## config.mk

```make
export PLATFORM = sky130hd
export DESIGN_NAME = rgb_to_ycbcr422_alpha_pixel_writer_flat
export DESIGN_NICKNAME = d
export VERILOG_FILES = /design/src/rtl/rgbycc_pkg.sv /design/src/rtl/rgbycc_if.sv /design/src/rtl/rgbycc_conv.sv /design/src/rtl/rgbycc_ser.sv /design/src/rtl/rgb_to_ycbcr422_alpha_pixel_writer.sv /design/src/flat_wrapper.sv
export VERILOG_INCLUDE_DIRS = /design/src /design/src/rtl
export SDC_FILE = /design/constraint.sdc
export NUM_CORES = 2
export LEC_CHECK = 0
export BUFFER_PORTS_ARGS = -buffer_cell sky130_fd_sc_hd__buf_4
export CAP_MARGIN = 20
export CORE_MARGIN = 1
export CORE_UTILIZATION = 58
export DETAILED_ROUTE_END_ITERATION = 8
export HOLD_SLACK_MARGIN = 0.08
export PLACE_DENSITY = 0.78
export RECOVER_POWER = 50
export SYNTH_ARGS = -nofsm -noshare
export SYNTH_HDL_FRONTEND = slang
export SYNTH_SLANG_ARGS = --single-unit
```

## constraint.sdc

```tcl
create_clock -name i_clk -period 10.7 [get_ports i_clk]
set_input_delay 2.14 -clock i_clk [delete_from_list [all_inputs] [get_ports i_clk]]
set_output_delay 2.14 -clock i_clk [all_outputs]
set_load 0.005 [all_outputs]
```

## src/rtl/rgb_to_ycbcr422_alpha_pixel_writer_assert.svh

```systemverilog
// Assertion macros for the pixel writer RTL (used by rgbycc_ser).
`ifndef RGB_TO_YCBCR422_ALPHA_PIXEL_WRITER_ASSERT_SVH
`define RGB_TO_YCBCR422_ALPHA_PIXEL_WRITER_ASSERT_SVH

// Checked only out of reset.
`define RGBYCC_ASSERT(label, prop, msg) \
    label: assert property (@(posedge i_clk) disable iff (!i_rst_n) prop) else $error(msg);

// Checked at every edge, reset included.
`define RGBYCC_ASSERT_RST(label, prop, msg) \
    label: assert property (@(posedge i_clk) prop) else $error(msg);

`endif

```

## src/rtl/rgbycc_pkg.sv

```systemverilog
package rgbycc_pkg;

    localparam int COORD_BITS_DEF = 12;
    localparam int STRIDE_W       = 16;
    localparam int ADDR_W         = 28;
    localparam int BYTE_W         = 8;
    localparam int PRD_W          = 24;
    localparam int CSUM_W         = 26;
    localparam int FRAC           = 16;

    localparam logic [STRIDE_W-1:0] STRIDE_RST = 16'd5760;

    localparam logic [PRD_W-1:0] K_Y_R  = 24'd19595;
    localparam logic [PRD_W-1:0] K_Y_G  = 24'd38470;
    localparam logic [PRD_W-1:0] K_Y_B  = 24'd7471;
    localparam logic [PRD_W-1:0] K_CB_R = 24'd11076;
    localparam logic [PRD_W-1:0] K_CB_G = 24'd21692;
    localparam logic [PRD_W-1:0] K_HALF = 24'd32768;
    localparam logic [PRD_W-1:0] K_CR_G = 24'd27460;
    localparam logic [PRD_W-1:0] K_CR_B = 24'd5308;
    localparam logic [CSUM_W-1:0] K_C_OFF = 26'd8388608;

    localparam logic [ADDR_W-1:0] ADDR_ONE   = 28'd1;
    localparam logic [ADDR_W-1:0] ADDR_TWO   = 28'd2;
    localparam logic [ADDR_W-1:0] ADDR_THREE = 28'd3;

    typedef enum logic [1:0] {
        SLOT_LUMA  = 2'd0,
        SLOT_ALPHA = 2'd1,
        SLOT_CB    = 2'd2,
        SLOT_CR    = 2'd3
    } t_slot;

    typedef struct packed {
        logic [ADDR_W-1:0] addr_y;
        logic [ADDR_W-1:0] addr_a;
        logic [ADDR_W-1:0] addr_cb;
        logic [ADDR_W-1:0] addr_cr;
        logic [BYTE_W-1:0] luma;
        logic [BYTE_W-1:0] alpha;
        logic [BYTE_W-1:0] cb;
        logic [BYTE_W-1:0] cr;
    } t_wr_set;

endpackage

```

## src/rtl/rgbycc_if.sv

```systemverilog
interface rgbycc_pix_if #(
    parameter int COORD_BITS = rgbycc_pkg::COORD_BITS_DEF
);
    logic                  valid;
    logic                  ready;
    logic [COORD_BITS-1:0] pixel_x;
    logic [COORD_BITS-1:0] pixel_y;
    logic [7:0]            red;
    logic [7:0]            green;
    logic [7:0]            blue;
    logic [7:0]            opacity;

    modport source (output valid, pixel_x, pixel_y, red, green, blue, opacity, input ready);
    modport sink (input valid, pixel_x, pixel_y, red, green, blue, opacity, output ready);
endinterface

interface rgbycc_wr_if;
    logic                          valid;
    logic                          ready;
    logic [rgbycc_pkg::ADDR_W-1:0] byte_address;
    logic [rgbycc_pkg::BYTE_W-1:0] byte_value;
    logic                          last_write;

    modport source (output valid, byte_address, byte_value, last_write, input ready);
    modport sink (input valid, byte_address, byte_value, last_write, output ready);
endinterface

```

## src/rtl/rgbycc_conv.sv

```systemverilog
module rgbycc_conv #(
    parameter int COORD_BITS = rgbycc_pkg::COORD_BITS_DEF
) (
    input  logic                            i_clk,
    input  logic                            i_rst_n,
    rgbycc_pix_if.sink                      i_pix,
    input  logic [rgbycc_pkg::STRIDE_W-1:0] i_stride,
    output logic                            o_valid,
    input  logic                            i_ready,
    output rgbycc_pkg::t_wr_set             o_set
);
    import rgbycc_pkg::*;

    localparam int PROD_W = COORD_BITS + STRIDE_W;
    localparam int X3_W   = COORD_BITS + 2;

    // stage 1: products
    logic              r_v1;
    logic [PROD_W-1:0] r_row;
    logic [X3_W-1:0]   r_x3;
    logic [X3_W-1:0]   r_ev3;
    logic [PRD_W-1:0]  r_yr, r_yg, r_yb;
    logic [PRD_W-1:0]  r_cbr, r_cbg, r_half_b;
    logic [PRD_W-1:0]  r_half_r, r_crg, r_crb;
    logic [BYTE_W-1:0] r_a1;

    // stage 2: sums
    logic              r_v2;
    t_wr_set           r_set;

    logic              adv1, adv2;
    logic [X3_W-1:0]   n_x3;
    logic [ADDR_W-1:0] row;
    logic [CSUM_W-1:0] sum_y, sum_cb, sum_cr;

    assign adv2        = !r_v2 || i_ready;
    assign adv1        = !r_v1 || adv2;
    assign i_pix.ready = adv1;

    assign n_x3 = X3_W'({i_pix.pixel_x, 1'b0}) + X3_W'(i_pix.pixel_x);

    always_ff @(posedge i_clk) begin
        if (!i_rst_n) begin
            r_v1 <= 1'b0;
        end else if (adv1) begin
            r_v1 <= i_pix.valid;
        end
    end

    always_ff @(posedge i_clk) begin
        if (adv1) begin
            r_row    <= PROD_W'(i_pix.pixel_y) * PROD_W'(i_stride);
            r_x3     <= n_x3;
            r_ev3    <= n_x3 - (i_pix.pixel_x[0] ? X3_W'(3) : '0);
            r_yr     <= PRD_W'(i_pix.red) * K_Y_R;
            r_yg     <= PRD_W'(i_pix.green) * K_Y_G;
            r_yb     <= PRD_W'(i_pix.blue) * K_Y_B;
            r_cbr    <= PRD_W'(i_pix.red) * K_CB_R;
            r_cbg    <= PRD_W'(i_pix.green) * K_CB_G;
            r_half_b <= PRD_W'(i_pix.blue) * K_HALF;
            r_half_r <= PRD_W'(i_pix.red) * K_HALF;
            r_crg    <= PRD_W'(i_pix.green) * K_CR_G;
            r_crb    <= PRD_W'(i_pix.blue) * K_CR_B;
            r_a1     <= i_pix.opacity;
        end
    end

    assign row    = ADDR_W'(r_row);
    assign sum_y  = CSUM_W'(r_yr) + CSUM_W'(r_yg) + CSUM_W'(r_yb);
    assign sum_cb = K_C_OFF + CSUM_W'(r_half_b) - CSUM_W'(r_cbr) - CSUM_W'(r_cbg);
    assign sum_cr = K_C_OFF + CSUM_W'(r_half_r) - CSUM_W'(r_crg) - CSUM_W'(r_crb);

    always_ff @(posedge i_clk) begin
        if (!i_rst_n) begin
            r_v2 <= 1'b0;
        end else if (adv2) begin
            r_v2 <= r_v1;
        end
    end

    always_ff @(posedge i_clk) begin
        if (adv2) begin
            r_set.addr_y  <= row + ADDR_W'(r_x3) + ADDR_ONE;
            r_set.addr_a  <= row + ADDR_W'(r_x3) + ADDR_TWO;
            r_set.addr_cb <= row + ADDR_W'(r_ev3);
            r_set.addr_cr <= row + ADDR_W'(r_ev3) + ADDR_THREE;
            r_set.luma    <= sum_y[FRAC+BYTE_W-1:FRAC];
            r_set.alpha   <= r_a1;
            r_set.cb      <= sum_cb[FRAC+BYTE_W-1:FRAC];
            r_set.cr      <= sum_cr[FRAC+BYTE_W-1:FRAC];
        end
    end

    assign o_valid = r_v2;
    assign o_set   = r_set;

endmodule

```

## src/rtl/rgbycc_ser.sv

```systemverilog
`include "rgb_to_ycbcr422_alpha_pixel_writer_assert.svh"

module rgbycc_ser (
    input  logic                i_clk,
    input  logic                i_rst_n,
    input  logic                i_valid,
    output logic                o_ready,
    input  rgbycc_pkg::t_wr_set i_set,
    rgbycc_wr_if.source         o_wr
);
    import rgbycc_pkg::*;

    logic              r_busy;
    t_slot             r_slot;
    t_wr_set           r_set;
    logic              r_ov;
    logic [ADDR_W-1:0] r_addr;
    logic [BYTE_W-1:0] r_val;
    logic              r_last;

    logic              out_load, take, take_last, accept;
    logic [ADDR_W-1:0] sel_addr;
    logic [BYTE_W-1:0] sel_val;

    assign out_load  = !r_ov || o_wr.ready;
    assign take      = r_busy && out_load;
    assign take_last = take && (r_slot == SLOT_CR);
    assign o_ready   = !r_busy || take_last;
    assign accept    = i_valid && o_ready;

    always_comb begin
        case (r_slot)
            SLOT_LUMA: begin
                sel_addr = r_set.addr_y;
                sel_val  = r_set.luma;
            end
            SLOT_ALPHA: begin
                sel_addr = r_set.addr_a;
                sel_val  = r_set.alpha;
            end
            SLOT_CB: begin
                sel_addr = r_set.addr_cb;
                sel_val  = r_set.cb;
            end
            SLOT_CR: begin
                sel_addr = r_set.addr_cr;
                sel_val  = r_set.cr;
            end
            default: begin
                sel_addr = r_set.addr_y;
                sel_val  = r_set.luma;
            end
        endcase
    end

    always_ff @(posedge i_clk) begin
        if (!i_rst_n) begin
            r_busy <= 1'b0;
            r_slot <= SLOT_LUMA;
            r_ov   <= 1'b0;
        end else begin
            if (accept) begin
                r_busy <= 1'b1;
                r_slot <= SLOT_LUMA;
            end else if (take_last) begin
                r_busy <= 1'b0;
            end else if (take) begin
                r_slot <= t_slot'(r_slot + 2'd1);
            end
            if (out_load) begin
                r_ov <= r_busy;
            end
        end
    end

    always_ff @(posedge i_clk) begin
        if (accept) begin
            r_set <= i_set;
        end
        if (out_load) begin
            r_addr <= sel_addr;
            r_val  <= sel_val;
            r_last <= (r_slot == SLOT_CR);
        end
    end

    assign o_wr.valid        = r_ov;
    assign o_wr.byte_address = r_addr;
    assign o_wr.byte_value   = r_val;
    assign o_wr.last_write   = r_last;

    `RGBYCC_ASSERT_RST(a_rst_clears, !i_rst_n |=> !r_ov && !r_busy, "reset left a word pending")
    `RGBYCC_ASSERT(a_last_flag, take_last |=> r_ov && r_last, "Cr word not flagged last")
    `RGBYCC_ASSERT(a_pair_addr, take_last |-> r_set.addr_cr == r_set.addr_cb + ADDR_THREE,
        "Cr address not one pixel past Cb")
    `RGBYCC_ASSERT(a_mid_hold, r_busy && r_slot != SLOT_CR |-> !o_ready, "pixel taken mid word set")

endmodule

```

## src/rtl/rgb_to_ycbcr422_alpha_pixel_writer.sv

```systemverilog
// RGB to YCbCr 4:2:2 pixel writer with alpha (BT.601, 16-bit fraction).
// Input channel i_pix: one pixel per word (coordinates, RGB, opacity),
// valid/ready handshake. Output channel o_wr: one framebuffer byte write per
// word; four words per pixel in the order luma, alpha, Cb, Cr, the Cr word
// carrying last_write. i_cfg_we/i_cfg_wdata load the row stride in bytes;
// write it only while the block is empty.
// The luma word of a pixel passes the products, sums, sequencer and output
// registers; the other three follow in order while o_wr.ready is high.
// Pixel rate is set by the byte-wide output channel (four words per pixel).
// Pipeline: products, sums, word sequencer, output register; the pixel
// stages keep filling while the sequencer works; it takes a new word set in
// the cycle the previous pixel's Cr word moves to the output register.
// Reset (synchronous, active low) empties all stages and sets the stride to
// 5760. When the receiver holds ready low the output word holds, the stages
// behind it fill up and then i_pix.ready drops; nothing is lost or repeated.
module rgb_to_ycbcr422_alpha_pixel_writer #(
    parameter int COORD_BITS = rgbycc_pkg::COORD_BITS_DEF
) (
    input  logic                            i_clk,
    input  logic                            i_rst_n,
    rgbycc_pix_if.sink                      i_pix,
    rgbycc_wr_if.source                     o_wr,
    input  logic                            i_cfg_we,
    input  logic [rgbycc_pkg::STRIDE_W-1:0] i_cfg_wdata
);
    import rgbycc_pkg::*;

    logic [STRIDE_W-1:0] r_stride;
    logic                set_valid;
    logic                set_ready;
    t_wr_set             set_data;

    always_ff @(posedge i_clk) begin
        if (!i_rst_n) begin
            r_stride <= STRIDE_RST;
        end else if (i_cfg_we) begin
            r_stride <= i_cfg_wdata;
        end
    end

    rgbycc_conv #(
        .COORD_BITS (COORD_BITS)
    ) u_conv (
        .i_clk    (i_clk),
        .i_rst_n  (i_rst_n),
        .i_pix    (i_pix),
        .i_stride (r_stride),
        .o_valid  (set_valid),
        .i_ready  (set_ready),
        .o_set    (set_data)
    );

    rgbycc_ser u_ser (
        .i_clk   (i_clk),
        .i_rst_n (i_rst_n),
        .i_valid (set_valid),
        .o_ready (set_ready),
        .i_set   (set_data),
        .o_wr    (o_wr)
    );

endmodule
```

## src/flat_wrapper.sv

```systemverilog
// flat-port wrapper written by rule: the top's interface ports become plain ports
module rgb_to_ycbcr422_alpha_pixel_writer_flat import rgbycc_pkg::*;
#(
    parameter int COORD_BITS = rgbycc_pkg::COORD_BITS_DEF
)
  (i_clk, i_rst_n, i_cfg_we, i_cfg_wdata, i_pix_valid, i_pix_pixel_x, i_pix_pixel_y, i_pix_red, i_pix_green, i_pix_blue, i_pix_opacity, i_pix_ready, o_wr_valid, o_wr_byte_address, o_wr_byte_value, o_wr_last_write, o_wr_ready);
  rgbycc_pix_if #(.COORD_BITS(COORD_BITS)) i_pix_i ();
  rgbycc_wr_if o_wr_i ();
  input  logic i_clk;
  input  logic i_rst_n;
  input  logic i_cfg_we;
  input  logic [rgbycc_pkg::STRIDE_W-1:0] i_cfg_wdata;
  input wire logic [$bits(i_pix_i.valid)-1:0] i_pix_valid;
  input wire logic [$bits(i_pix_i.pixel_x)-1:0] i_pix_pixel_x;
  input wire logic [$bits(i_pix_i.pixel_y)-1:0] i_pix_pixel_y;
  input wire logic [$bits(i_pix_i.red)-1:0] i_pix_red;
  input wire logic [$bits(i_pix_i.green)-1:0] i_pix_green;
  input wire logic [$bits(i_pix_i.blue)-1:0] i_pix_blue;
  input wire logic [$bits(i_pix_i.opacity)-1:0] i_pix_opacity;
  output wire logic [$bits(i_pix_i.ready)-1:0] i_pix_ready;
  output wire logic [$bits(o_wr_i.valid)-1:0] o_wr_valid;
  output wire logic [$bits(o_wr_i.byte_address)-1:0] o_wr_byte_address;
  output wire logic [$bits(o_wr_i.byte_value)-1:0] o_wr_byte_value;
  output wire logic [$bits(o_wr_i.last_write)-1:0] o_wr_last_write;
  input wire logic [$bits(o_wr_i.ready)-1:0] o_wr_ready;
  assign i_pix_i.valid = i_pix_valid;
  assign i_pix_i.pixel_x = i_pix_pixel_x;
  assign i_pix_i.pixel_y = i_pix_pixel_y;
  assign i_pix_i.red = i_pix_red;
  assign i_pix_i.green = i_pix_green;
  assign i_pix_i.blue = i_pix_blue;
  assign i_pix_i.opacity = i_pix_opacity;
  assign i_pix_ready = i_pix_i.ready;
  assign o_wr_valid = o_wr_i.valid;
  assign o_wr_byte_address = o_wr_i.byte_address;
  assign o_wr_byte_value = o_wr_i.byte_value;
  assign o_wr_last_write = o_wr_i.last_write;
  assign o_wr_i.ready = o_wr_ready;
  rgb_to_ycbcr422_alpha_pixel_writer #(.COORD_BITS(COORD_BITS)) u_core (.i_clk(i_clk), .i_rst_n(i_rst_n), .i_pix(i_pix_i), .o_wr(o_wr_i), .i_cfg_we(i_cfg_we), .i_cfg_wdata(i_cfg_wdata));
endmodule
```

==> impl_metrics.yaml <==
status:
  status: "finished, violations left"
  violations: "capacitance limit, slew limit"
synth:
  synth_area_leaders: "edfxtp_1 39%, ha_1 16%, fa_1 14%"
  yosysSeqAreaShare_pct: 39.8
  synth.largest_area_cell: "edfxtp_1"
  ys_async_sr_fraction_pct: 0
  synth-edff-count: 532
  synth_seq_cells: 554
  yosys_warnings: 0
  synthesis.area_um2: 41200
  synth_top_area_share_pct: 38.8
  avgSynthCellArea_um2: 11.6
  yosysUniqueCellTypes: 89
  synth_fp_nets: 4453
  synthCells: 3549
  ys.flop_type: "edfxtp_1"
clocking:
  cts_tree: "built"
  insertion_delay_ps: 640
  numClockSinks: 554
  cts_inserted_buffers: 57
  htreeDepth: 2
  cts.repair.resized: 0
  hold_buffers: 0
  clkTransAtPathRegs_ps: 70
  clockRootBuffer: "clkbuf_16"
  clk_path_buf_depth: 3
  postCtsSetupBuffers: 0
global_route:
  grt_overflow_total: 0
  grt_max_degree: 79
  groute.usage.overall_pct: 24.4
  antenna_found_initial: 3
  grt_pass1_vias: 25600
  grt_pass1_wl_um: 137000
critical_path:
  max_stage_delay_ps: 1420
  critPathMaxFanout: 38
  cp-start-kind: "primary input"
  worstPathRequired_ps: 8560
  crit_type: "in -> out"
  crit_slowest_cell: "clkbuf_1"
  crit_path_end_kind: "output pin"
  crit_path_cell_trace: "clkbuf_4, nor2b_1, inv_1, clkbuf_1, a21boi_0, nand3_4, buf_4"
  cp.arrival_ps: 5140
flow_run:
  drv_cap: 4
place:
  pre_cts_slack_ps: 3290
  hpwlAfterDp_um: 66400
  routabilityCongestion: 0.872
  portBuffers: 115
sta:
  slew_violations: 168
  hold_viol_final: 0
  skew_ps: 35.2
  period_needed_ps: 7280
  setup_viol: 0
  max_slew_margin_pct: -53.9
  max_freq_ghz: 0.137
  grt_setup_unrepaired: "no"
  layout_worst_path_cycle_share_pct: 68.0
  setup-tns-final_ps: 0
  tightest_slew_ps: 2310
  setup_slack_ps: 3420
routing:
  vias: 26000
  vias_per_cell: 5.57
  ant_nets: 0
  drtPass1Iterations: 8
  route.detailed.drc: 0
  first_iter_violations: 2054
  routed_wirelength_um: 85900
  wl_per_cell_um: 18.4
floorplan:
  dieWidth_um: 269
  core_area_um2: 70100
  io_pins: 116
  die_y_um: 269
  placementRows: 97
  initial_core_util_pct: 58.8
  die-area_um2: 72100
layout:
  final_common_cell: "inv_1"
  area_delta_synth_final_pct: 8.87
  layout-drive-gt1-share_pct: 5.81
  final_cell_mix: "599 x inv_1, 532 x edfxtp_1, 528 x ha_1"
  nets: 4574
power_and_ir_drop:
  pwr_density_cell_nw_per_um2: 267
  leakage_nw: 20.5
  p_total_mw: 12.0
  ir_drop_mv: 0.220
min_path:
  min_path_type: "reg -> reg"
==> flip-flops by register name, indices dropped and copies added (netlist names), 2 cells and up <==
register	cells
u_core.u_conv.o_set	144
u_core.u_ser.r_set	144
u_core.u_conv.r_row	28
u_core.u_ser.o_wr.byte_address	28
u_core.u_conv.r_yr	22
u_core.u_conv.r_crg	21
u_core.u_conv.r_yg	21
u_core.u_conv.r_cbg	20
u_core.u_conv.r_crb	19
u_core.r_stride	16
u_core.u_conv.r_cbr	16
u_core.u_conv.r_x3	14
u_core.u_conv.r_ev3	13
u_core.u_conv.r_yb	10
u_core.u_conv.r_a1	8
u_core.u_conv.r_half_r	8
u_core.u_ser.o_wr.byte_value	8
u_core.u_conv.r_half_b	7
u_core.u_ser.r_slot	2
==> routing by layer <==
| layer | routed length (um) | up-vias | track usage, % |
|---|---|---|---|
| met2 | 37600 | 802 | 36.7 |
| li1 | - | 12400 | - |
| met1 | 39800 | 12600 | 36.2 |
| met4 | 2060 | 0 | 6.80 |
| met3 | 6450 | 130 | 4.68 |
| met5 | 0 | - | 0 |
==> stage by stage <==
| stage | instances | util [%] | area (um^2) | hold WS, ps |
|---|---|---|---|---|
| CTS | 4657 | 64.3 | 45100 | 397 |
| finish | 4659 | 64.0 | 44900 | 396 |
| floorplan | 3549 | - | 41200 | 400 |
| detailed placement | 4551 | 61.5 | 43100 | 405 |
| global route | 4659 | 64.0 | 44900 | 396 |
| global placement | 4551 | 61.5 | 43100 | 401 |
==> final timing paths <==
| kind | start | to | slack (ps) | cells past startpoint |
|---|---|---|---|---|
| worst min-delay path | u_core.u_conv.o_set[78] | u_core.u_ser.r_set[78] | 400 | 0 |
| worst max register to register | u_core.u_ser.o_wr.valid | u_core.u_conv.r_row[3] | 4710 | 8 |
| worst min register to register | u_core.u_conv.o_set[78] | u_core.u_ser.r_set[78] | 400 | 0 |
| worst max-delay path | o_wr_ready | i_pix_ready | 3420 | 7 |
==> kinds of logic (layout without fill, tap and decap cells) <==
group           count (synthesis)  after routing  share of synthesized area [%]
compound gates                453            453                           7.64
xor+xnor                      288            288                           6.14
fa+ha+maj                     827            827                           30.5
buf+inv                       665            833                           6.07
flops                         554            554                           39.8
mux                            55             55                           1.34
other cells                     0              2                              0
simple gates                  707            707                           8.46
==> worst max-delay path: cells and delay by family <==
kind,cells,cell delay (ps)
AOI/OAI and AO/OA,1,860
and+or+nand+nor,2,410
buffers and inverters,4,1720
==> Yosys cell counts (all sizes together), types with 5 or more instances <==
library cell,n
buf,11
nand2,247
nand3b,5
o21ai,71
xnor2,191
edfxtp,532
or2,11
o2111ai,6
a31oi,12
ha,529
a21o,61
fa,298
a21boi,6
o21bai,27
a222oi,36
o21a,21
nand4,19
a211oi,22
a211o,7
or3,6
mux2i,54
nor3,57
nor2,119
a2111oi,6
nor4,12
xor2,97
nand3,60
nor3b,6
clkbuf,55
o211ai,8
and2,73
a21oi,121
a31o,8
nand2b,18
and3,11
dfxtp,22
inv,599
nor4b,5
nor2b,39
==> area by class of cell <==
type	instances	area (um^2)
Timing Repair Buffer	128	800
Multi-Input combinational cell	2330	22300
Antenna cell	2	5.00
Sequential cell	554	16400
Clock buffer	66	1470
Inverter	599	2250
Tap cell	940	1180
Clock inverter	40	478
Fill cell	5426	25300
==> power by group <==
group	switching (mW)	internal, mW
logic	3.68	2.53
clock network	0.866	1.17
registers	0.297	3.45
total	4.84	7.15
(Power assumes the default switching activity.)
